===== src/rtl/hrck_pkg.sv =====
// Shared types and constants for the hue range chroma key core.
// No dependencies; used by hrck_div_stage and hue_range_chroma_key_core.
`timescale 1ns / 1ps
`default_nettype none

package hrck_pkg;

    // Channel and hue widths
    localparam int CHAN_W     = 6;
    localparam int HUE_W      = 15;
    localparam int NUM_W      = 21;           // scaled hue numerator, < 23040 * 63
    localparam int CFG_ADDR_W = 1;

    // Hue scale: degrees times 64
    localparam int HUE_UNIT = 3840;           // 60 degrees
    localparam int HUE_FULL = 23040;          // 360 degrees

    // Divider layout: one quotient bit per step
    localparam int DIV_STEPS     = 3;
    localparam int DIV_STAGE_CNT = HUE_W / DIV_STEPS;

    // Register indexes
    localparam logic [CFG_ADDR_W-1:0] CFG_MIN_HUE = 1'd0;
    localparam logic [CFG_ADDR_W-1:0] CFG_MAX_HUE = 1'd1;

    // Which channel holds the maximum
    localparam logic [1:0] SEC_RED   = 2'd0;
    localparam logic [1:0] SEC_GREEN = 2'd1;
    localparam logic [1:0] SEC_BLUE  = 2'd2;

    typedef struct packed {
        logic [CHAN_W-1:0] blue;
        logic [CHAN_W-1:0] green;
        logic [CHAN_W-1:0] red;
    } pix_t;

    // Payload carried through the divider stages
    typedef struct packed {
        pix_t              pix;
        logic              has_hue;
        logic [CHAN_W-1:0] dvsr;      // delta, the divisor
        logic [CHAN_W-1:0] rem;       // partial remainder, always below dvsr
        logic [HUE_W-1:0]  quo;       // low dividend bits out, quotient bits in
    } div_pay_t;

endpackage

`default_nettype wire


===== src/rtl/hrck_div_stage.sv =====
// One pipelined restoring-division stage: DIV_STEPS quotient bits per cycle while out_ready lets it advance.
// Depends on hrck_pkg (div_pay_t, DIV_STEPS, CHAN_W).
`timescale 1ns / 1ps
`default_nettype none

module hrck_div_stage
(
    input  wire logic              clk,
    input  wire logic              rst_n,
    input  wire logic              in_valid,
    output logic                   in_ready,
    input  wire hrck_pkg::div_pay_t in_data,
    output logic                   out_valid,
    input  wire logic              out_ready,
    output hrck_pkg::div_pay_t     out_data
);

    logic               valid_reg;
    hrck_pkg::div_pay_t data_reg;
    hrck_pkg::div_pay_t data_next;

    // Stage takes a transaction when empty or when its content moves on
    assign in_ready  = !valid_reg || out_ready;
    assign out_valid = valid_reg;
    assign out_data  = data_reg;

    // Shift-subtract steps, most significant dividend bit first
    always_comb
    begin
        logic [hrck_pkg::CHAN_W:0] trial;
        logic                      ge;
        data_next = in_data;
        for (int k = 0; k < hrck_pkg::DIV_STEPS; k++)
        begin
            trial = {data_next.rem, data_next.quo[hrck_pkg::HUE_W-1]};
            ge    = (trial >= {1'b0, data_next.dvsr});
            if (ge)
            begin
                trial = trial - {1'b0, data_next.dvsr};
            end
            data_next.rem = trial[hrck_pkg::CHAN_W-1:0];
            data_next.quo = {data_next.quo[hrck_pkg::HUE_W-2:0], ge};
        end
    end

    always_ff @(posedge clk or negedge rst_n)
    begin
        if (!rst_n)
        begin
            valid_reg <= 1'b0;
        end
        else if (in_ready)
        begin
            valid_reg <= in_valid;
        end
    end

    always_ff @(posedge clk)
    begin
        if (in_ready && in_valid)
        begin
            data_reg <= data_next;
        end
    end

endmodule

`default_nettype wire


===== src/rtl/hue_range_chroma_key_core.sv =====
// Pipeline: max/min register, numerator register,
// five divider stages of 3 quotient bits each, key/output register.
// Throughput: one pixel per cycle; every stage has its own valid and holds
// its content under backpressure, bubbles are squeezed out.
// Reset: rst_n asynchronous, active low; clears stage valids and sets both hue
// bounds to 0. Depends on hrck_pkg and hrck_div_stage.
`timescale 1ns / 1ps
`default_nettype none

module hue_range_chroma_key_core
(
    input  wire logic        clk,
    input  wire logic        rst_n,
    // Configuration write port
    input  wire logic        cfg_wr_en,
    input  wire logic [hrck_pkg::CFG_ADDR_W-1:0] cfg_addr,
    input  wire logic [hrck_pkg::HUE_W-1:0]      cfg_wdata,
    // Pixel in
    input  wire logic        s_axis_tvalid,
    output logic             s_axis_tready,
    input  wire logic [23:0] s_axis_tdata,   // red[5:0], green[11:6], blue[17:12], zero
    // Pixel out
    output logic             m_axis_tvalid,
    input  wire logic        m_axis_tready,
    output logic [23:0]      m_axis_tdata    // out_red[5:0], out_green[11:6],
                                             // out_blue[17:12], opaque[18], zero
);

    localparam int CW = hrck_pkg::CHAN_W;
    localparam int NS = hrck_pkg::DIV_STAGE_CNT;

    // Configuration registers
    logic [hrck_pkg::HUE_W-1:0] min_hue_reg;
    logic [hrck_pkg::HUE_W-1:0] max_hue_reg;

    always_ff @(posedge clk or negedge rst_n)
    begin
        if (!rst_n)
        begin
            min_hue_reg <= '0;
            max_hue_reg <= '0;
        end
        else if (cfg_wr_en)
        begin
            unique case (cfg_addr)
                hrck_pkg::CFG_MIN_HUE: min_hue_reg <= cfg_wdata;
                hrck_pkg::CFG_MAX_HUE: max_hue_reg <= cfg_wdata;
                default: ;
            endcase
        end
    end

    // ------------------------------------------------------------------
    // Stage 1: max, min, delta, sector and signed difference
    // ------------------------------------------------------------------
    hrck_pkg::pix_t    in_pix;
    logic [CW-1:0]     mx;
    logic [CW-1:0]     mn;
    logic [1:0]        sec_next;
    logic signed [CW:0] diff_next;

    logic              s1_valid_reg;
    logic              s1_ready;
    hrck_pkg::pix_t    s1_pix_reg;
    logic [CW-1:0]     s1_d_reg;
    logic [1:0]        s1_sec_reg;
    logic signed [CW:0] s1_diff_reg;

    assign in_pix.red   = s_axis_tdata[CW-1:0];
    assign in_pix.green = s_axis_tdata[2*CW-1:CW];
    assign in_pix.blue  = s_axis_tdata[3*CW-1:2*CW];

    always_comb
    begin
        mx = in_pix.red;
        mn = in_pix.red;
        if (in_pix.green > mx) mx = in_pix.green;
        if (in_pix.blue  > mx) mx = in_pix.blue;
        if (in_pix.green < mn) mn = in_pix.green;
        if (in_pix.blue  < mn) mn = in_pix.blue;
        // red wins ties, then green
        if (in_pix.red == mx)
        begin
            sec_next  = hrck_pkg::SEC_RED;
            diff_next = $signed({1'b0, in_pix.green}) - $signed({1'b0, in_pix.blue});
        end
        else if (in_pix.green == mx)
        begin
            sec_next  = hrck_pkg::SEC_GREEN;
            diff_next = $signed({1'b0, in_pix.blue}) - $signed({1'b0, in_pix.red});
        end
        else
        begin
            sec_next  = hrck_pkg::SEC_BLUE;
            diff_next = $signed({1'b0, in_pix.red}) - $signed({1'b0, in_pix.green});
        end
    end

    assign s_axis_tready = !s1_valid_reg || s1_ready;

    always_ff @(posedge clk or negedge rst_n)
    begin
        if (!rst_n)
        begin
            s1_valid_reg <= 1'b0;
        end
        else if (s_axis_tready)
        begin
            s1_valid_reg <= s_axis_tvalid;
        end
    end

    always_ff @(posedge clk)
    begin
        if (s_axis_tready && s_axis_tvalid)
        begin
            s1_pix_reg  <= in_pix;
            s1_d_reg    <= mx - mn;
            s1_sec_reg  <= sec_next;
            s1_diff_reg <= diff_next;
        end
    end

    // ------------------------------------------------------------------
    // Stage 2: numerator 3840*(2*sector*d + diff), wrapped by 23040*d if negative
    // ------------------------------------------------------------------
    logic signed [9:0]  x_val;
    logic signed [9:0]  d_s;
    logic signed [22:0] prod;
    logic signed [22:0] wrap;
    logic signed [22:0] num_full;
    hrck_pkg::div_pay_t s2_next;

    logic               s2_valid_reg;
    hrck_pkg::div_pay_t s2_data_reg;

    logic               dv_valid [0:NS];
    logic               dv_ready [0:NS];
    hrck_pkg::div_pay_t dv_data  [0:NS];

    assign d_s = $signed({4'b0, s1_d_reg});

    always_comb
    begin
        case (s1_sec_reg)
            hrck_pkg::SEC_GREEN: x_val = (d_s <<< 1) + 10'(s1_diff_reg);
            hrck_pkg::SEC_BLUE:  x_val = (d_s <<< 2) + 10'(s1_diff_reg);
            default:             x_val = 10'(s1_diff_reg);
        endcase
        prod     = 23'(x_val) * 23'sd3840;
        wrap     = $signed({17'b0, s1_d_reg}) * 23'sd23040;
        num_full = x_val[9] ? (prod + wrap) : prod;

        s2_next.pix     = s1_pix_reg;
        s2_next.has_hue = (s1_d_reg != '0);
        s2_next.dvsr    = s1_d_reg;
        // numerator < 2^15 * d, so its top bits are already a valid remainder
        s2_next.rem     = num_full[hrck_pkg::NUM_W-1:hrck_pkg::HUE_W];
        s2_next.quo     = num_full[hrck_pkg::HUE_W-1:0];
    end

    assign s1_ready = !s2_valid_reg || dv_ready[0];

    always_ff @(posedge clk or negedge rst_n)
    begin
        if (!rst_n)
        begin
            s2_valid_reg <= 1'b0;
        end
        else if (s1_ready)
        begin
            s2_valid_reg <= s1_valid_reg;
        end
    end

    always_ff @(posedge clk)
    begin
        if (s1_ready && s1_valid_reg)
        begin
            s2_data_reg <= s2_next;
        end
    end

    // ------------------------------------------------------------------
    // Divider chain: hue64 = numerator / delta
    // ------------------------------------------------------------------
    assign dv_valid[0] = s2_valid_reg;
    assign dv_data[0]  = s2_data_reg;

    for (genvar i = 0; i < NS; i++)
    begin : g_div
        hrck_div_stage u_div
        (
            .clk       (clk),
            .rst_n     (rst_n),
            .in_valid  (dv_valid[i]),
            .in_ready  (dv_ready[i]),
            .in_data   (dv_data[i]),
            .out_valid (dv_valid[i+1]),
            .out_ready (dv_ready[i+1]),
            .out_data  (dv_data[i+1])
        );
    end

    // ------------------------------------------------------------------
    // Key decision and output register
    // ------------------------------------------------------------------
    hrck_pkg::div_pay_t fin;
    logic               keyed;
    logic               out_valid_reg;
    logic [23:0]        out_data_reg;
    logic [23:0]        out_data_next;

    assign fin   = dv_data[NS];
    assign keyed = fin.has_hue && (fin.quo > min_hue_reg) && (fin.quo < max_hue_reg);

    always_comb
    begin
        out_data_next = '0;
        if (!keyed)
        begin
            out_data_next[CW-1:0]      = fin.pix.red;
            out_data_next[2*CW-1:CW]   = fin.pix.green;
            out_data_next[3*CW-1:2*CW] = fin.pix.blue;
            out_data_next[3*CW]        = 1'b1;
        end
    end

    assign dv_ready[NS] = !out_valid_reg || m_axis_tready;

    always_ff @(posedge clk or negedge rst_n)
    begin
        if (!rst_n)
        begin
            out_valid_reg <= 1'b0;
        end
        else if (dv_ready[NS])
        begin
            out_valid_reg <= dv_valid[NS];
        end
    end

    always_ff @(posedge clk)
    begin
        if (dv_ready[NS] && dv_valid[NS])
        begin
            out_data_reg <= out_data_next;
        end
    end

    assign m_axis_tvalid = out_valid_reg;
    assign m_axis_tdata  = out_data_reg;

endmodule

`default_nettype wire

===== config.mk =====
export PLATFORM = sky130hd
export DESIGN_NAME = hue_range_chroma_key_core
export DESIGN_NICKNAME = d
export VERILOG_FILES = /design/src/rtl/hrck_pkg.sv /design/src/rtl/hrck_div_stage.sv /design/src/rtl/hue_range_chroma_key_core.sv
export SDC_FILE = /design/constraint.sdc
export NUM_CORES = 1
export LEC_CHECK = 0
export ABC_AREA = 1
export BUFFER_PORTS_ARGS = -buffer_cell sky130_fd_sc_hd__buf_2
export CAP_MARGIN = 20
export CORE_MARGIN = 10
export CORE_UTILIZATION = 40
export CTS_CLUSTER_DIAMETER = 40
export DETAILED_ROUTE_END_ITERATION = 8
export PLACE_DENSITY = 0.6
export SYNTH_ARGS = -nofsm -noshare
export SYNTH_HDL_FRONTEND = slang
export SYNTH_SLANG_ARGS = --single-unit

===== constraint.sdc =====
create_clock -name clk -period 6.3 [get_ports clk]
set_input_delay 0.945 -clock clk [delete_from_list [all_inputs] [get_ports clk]]
set_output_delay 0.945 -clock clk [all_outputs]
set_load 0.05 [all_outputs]

---- After elaboration in Yosys (flattened, before gate mapping) ----
Index checks and enable logic that the tools add are counted.
W data, S select, Z words.
word-level totals
  register bits after elaboration ......... 354
  input port bits ......................... 45
  output and inout port bits .............. 26
  word-level logic and storage cells ...... 161
operators by class
  add/sub/neg operators ................... 21
  $mul .................................... 2
  order comparisons ....................... 21
  eq/ne operators ......................... 4
  muxes and demuxes ....................... 24
  bitwise gates (word level) .............. 1
  reductions and logical operators ........ 29
operator list
  cell                     number
  $mux W6                  18
  $ge A7 B6 Y1             15
  $sub A6 B6 Y6            15
  $add A21 B21 Y21         1
  $mux W21                 1
  $sub A6 B6 Y7            3
  $pmux W10 S2             1
  $mux W19                 1
  $gt A15 B15 Y1           1
  $lt A15 B15 Y1           1
  $mux W7                  2
  $mul A10 B5 Y13 const B  1
  $eq A6 B6 Y1             2
  $gt A6 B6 Y1             2
  $lt A6 B6 Y1             2
  $mul A6 B6 Y12 const B   1
  $add A9 B7 Y10           1
  $logic_and A1 B1 Y1      10
  $add A8 B7 Y9            1
  $logic_not A1 Y1         8
  $logic_or A1 B1 Y1       8
  $reduce_bool A6 Y1       1
  $reduce_and A2 Y1        2
  $eq A2 B1 Y1 const B     1
  other kinds (3)          3

---- Logic depth before layout (Yosys ltp) ----
  depth after elaboration ................. 10
  gate-level depth with buffers ........... 34
  depth with buffers taken out ............ 33

---- Cells and area by module ----
A second synthesis with hierarchy kept.
unflattened totals
  cells, all modules ...................... 2,285
  area total of the unflattened synthesis .. 22,516.6 µm²
modules (own cells, without submodules)
  module                                times used  cells an instance  area an instance (µm²)
  hue_range_chroma_key_core             1           1,159              9,834.4
  hrck_div_stage at g_div[0].u_div ...  3           226                2,532.4
  hrck_div_stage at g_div[3].u_div ...  2           224                2,542.4

---- Worst setup path before layout ----
Ideal clock, no wire load.
  path type ............................... register -> register
  start point ............................. register s1_d_reg[0]
  end point ............................... register s2_data_reg, in the netlist dv_data[250] (data pin)
  data arrival time ....................... 5,444 ps
  data required time ...................... 6,048 ps
  slack ................................... 604 ps
  cell stages (with the launch flop) ...... 32
  path buffers ............................ 0
  cells stage by stage .................... edfxtp_1 ha_1 fa_1 a21oi_1 xor2_1 o21ai_0 nand2_1 o21ai_0 ha_1 ha_1 xor2_1 fa_1 inv_1 ha_1 a21oi_1 o21ai_0 a21oi_1 nor2_1 o21ai_0 nand2_1 xor2_1 inv_1 ha_1 inv_1 nor3_1 nand3_1 o2111ai_1 or2_2 nand3_1 inv_1 nand2_1 nand2_1
between the ends
  longest elaborated chain between the ends .. 5
  elaborated cells between the ends (all ways) .. 7
ends and longest elaborated chain
  element                                                 line                                                                source
  from (decl)                                             hue_range_chroma_key_core.sv:65                                     logic [CW-1:0] s1_d_reg;
  from (signal assigned)                                  hue_range_chroma_key_core.sv:118                                    s1_d_reg <= mx - mn;
  $add A9 B7 Y10 / $add A8 B7 Y9 (equally long branches)  hue_range_chroma_key_core.sv:147, hue_range_chroma_key_core.sv:146
  $pmux W10 S2                                            hue_range_chroma_key_core.sv:145                                    case (s1_sec_reg)
  $mul A10 B5 Y13                                         hue_range_chroma_key_core.sv:150                                    prod = 23'(x_val) * 23'sd3840;
  $add A21 B21 Y21                                        hue_range_chroma_key_core.sv:152                                    num_full = x_val[9] ? (prod + wrap) : prod;
  $mux W21 *                                              hue_range_chroma_key_core.sv:152
  via num_full[20]                                        hue_range_chroma_key_core.sv:131                                    logic signed [22:0] num_full;
  to (signal assigned)                                    hue_range_chroma_key_core.sv:180                                    s2_data_reg <= s2_next;
  to (decl)                                               hue_range_chroma_key_core.sv:135                                    hrck_pkg::div_pay_t s2_data_reg;
The timed path passes the listed nets; every way through them passes the cells marked *.
A chain may end at the register's enable or synchronous reset.

---- Final worst setup path ----
Ends and elaborated chain as after synthesis.

==> impl_metrics.toml <==
[run_status]
status = "finished, final reports clean"

[floorplanning]
fp.dieH_um = 244
start_util_pct = 40.3
dieArea_sq_um = 59700
num_rows = 82
io-pin-count = 71
die_x_um = 244
fp.coreArea_sq_um = 50000

[global_routing]
grt_max_degree = 44
grt_pass1_vias = 13957
grt_use_total_pct = 13.4
overflow = 0
antenna_found_initial = 0
grt_pass1_wl_um = 67500

[yosys]
synth_edf_count = 283
synth_area_per_cell_sq_um = 9.92
synthFlopType = "edfxtp_1"
synth_area_sq_um = 20100
yosysTopAreaCell = "edfxtp_1"
synth_cells = 2031
synth_top_area_share_pct = 42.2
ys_types = 64
ys_seq_area_share_pct = 46.9
ys_ff_latch = 321
async_flop_share_pct = 11.8
synthTopCellsByArea = "edfxtp_1 (42%), ha_1 (14%), nand2_1 (7.9%), inv_1 (5.7%), dfrtp_1 (4.7%)"
yosysWarnings = 0

[critical_path]
crit_path_max_incr_delay_ns = 0.52
critPathMostFrequentCell = "inv_1"
cp-start-kind = "flip-flop"
cpMaxStageDelayCell = "fa_1"
required_ns = 6.59
cp-end-kind = "flip-flop"
cp.arrival_ns = 6.28
critPathKind = "reg2reg"
critical_path.max_fanout = 5

[finish]
diodes = 0
final_common_cell = "nand2_1"
seqCellArea_sq_um = 9450
final_net_count = 2438
post-route-cell-area_sq_um = 22900
syn_to_final_growth_pct = 13.5
drive_gt1_share_pct = 12.6
final.fill_count = 4720
most-common-layout-cells = "nand2_1 (423), inv_1 (303), edfxtp_1 (283)"
fin_cells = 2844
largest_reg_flops = 193
multi_input_area_sq_um = 9480

[cts]
cts.sinks = 321
cts_buffers = 41
insertion_delay_ns = 0.55
h-tree-depth = 2
clk_pin_slew_worst_paths_ns = 0.06
clockRootBuffer = "clkbuf_16"
ctsHoldBuffers = 0
cts_tree = "done"
clk_path_buf_depth = 3

[route]
first_iter_violations = 734
dr.pass1.iters = 5
ant_nets = 0
routedWlPerCell_um = 13.9
wl_um = 39600
via_per_inst = 4.83
drc = 0
vias = 13743

[sta]
setup_viol = 0
min_period_ns = 5.99
post-route-period-util_pct = 95.1
finalHoldViolCount = 0
fmax_ghz = 0.167
slew_headroom_pct = 38.2
tightestPinTransition_ns = 0.927
skew_ns = 0.0174
drv_slew = 0

[placement]
post-dp-hpwl_um = 30900
io_buffers = 59
placed_cells = 2758
place.gp.congestion = 0.887
place_area_sq_um = 21300

[job]
maxCapViolCount = 0

[hold_path]
hold_path_class = "reg2reg"
[synthesized netlist by cell type, types with 10 or more instances]
cell type and count:
nand2_1 424, inv_1 304, edfxtp_1 283, ha_1 218, nand3_1 117, a21oi_1 109
o21ai_0 102, nor2_1 85, xor2_1 54, dfrtp_1 38, fa_1 36, xnor2_1 35
nand4_1 22, nand2_2 18, o21ai_1 18, inv_2 13, nand3_2 12, clkbuf_1 11
nor3_1 10
[final timing paths]
kind,startpoint,end,slack (ns),depth (start not counted)
setup / recovery,s1_d_reg[0]$_DFFE_PP_,dv_data[250]$_DFFE_PP_,0.31,31
hold / removal,g_div[2].u_div.out_data[0]$_DFFE_PP_,g_div[3].u_div.out_data[3]$_DFFE_PP_,0.41,0
setup reg to reg,s1_d_reg[0]$_DFFE_PP_,dv_data[250]$_DFFE_PP_,0.31,31
hold reg to reg,g_div[2].u_div.out_data[0]$_DFFE_PP_,g_div[3].u_div.out_data[3]$_DFFE_PP_,0.41,0
max in group asynchronous,rst_n,s2_valid_reg$_DFFE_PN0P_,5.18,1
min in group asynchronous,rst_n,min_hue_reg[9]$_DFFE_PN0P_,0.54,1
[metal layers]
| layer | part of all wire [%] | GRT usage [%] |
|---|---|---|
| met5 | 0 | 0 |
| met4 | 1.8 | 3.89 |
| met3 | 3.5 | 1.83 |
| met2 | 49 | 23.7 |
| met1 | 46 | 16.9 |
[cell type report]
type,instances,share of cell area (%)
flip-flops and latches,321,41.3
well taps,672,3.68
clock buffers,48,4.74
inverters,320,5.28
clock inverters,28,1.32
multi-input cells,1373,41.5
repair buffers,82,2.16
[what timing repair did]
| item | 4_1_cts | 5_1_grt |
|---|---|---|
| gates resized for setup | 0 | 17 |
| buffers inserted | 0 | 8 |
| endpoints found under the setup margin | 0 | 3 |
[cells by family after synthesis]
logic type      Yosys count  synth area share, %
compound gates          298                 8.99
other cells               1               0.0186
simple gates            727                 16.5
flops                   321                 46.9
xor+xnor                 89                 3.87
fa+ha+maj               254                 17.1
buf+inv                 341                 6.61
[metrics by stage]
step / hold slack [ns] / setup slack [ns] / utilization, % / TNS (ns)
floorplan: 0.400 / 0.604 / - / 0
global placement: 0.401 / 0.282 / 42.6 / 0
detailed placement: 0.405 / 0.208 / 42.6 / 0
CTS: 0.410 / 0.188 / 45.4 / 0
global route: 0.419 / -0.0248 / 45.7 / -0.0248
finish: 0.406 / 0.309 / 45.7 / 0
[worst max-delay path, delay by kind of cell (launching register included)]
family | cells | cell delay (ns)
compound gates | 6 | 0.99
xor+xnor | 1 | 0.23
fa+ha+maj | 7 | 2.65
buf+inv | 6 | 0.43
flops | 1 | 0.40
simple gates | 11 | 1.06
Power is left out: the tool's default activity adds up to more than one toggle a clock period on the data nets, which glitch-free logic cannot reach.
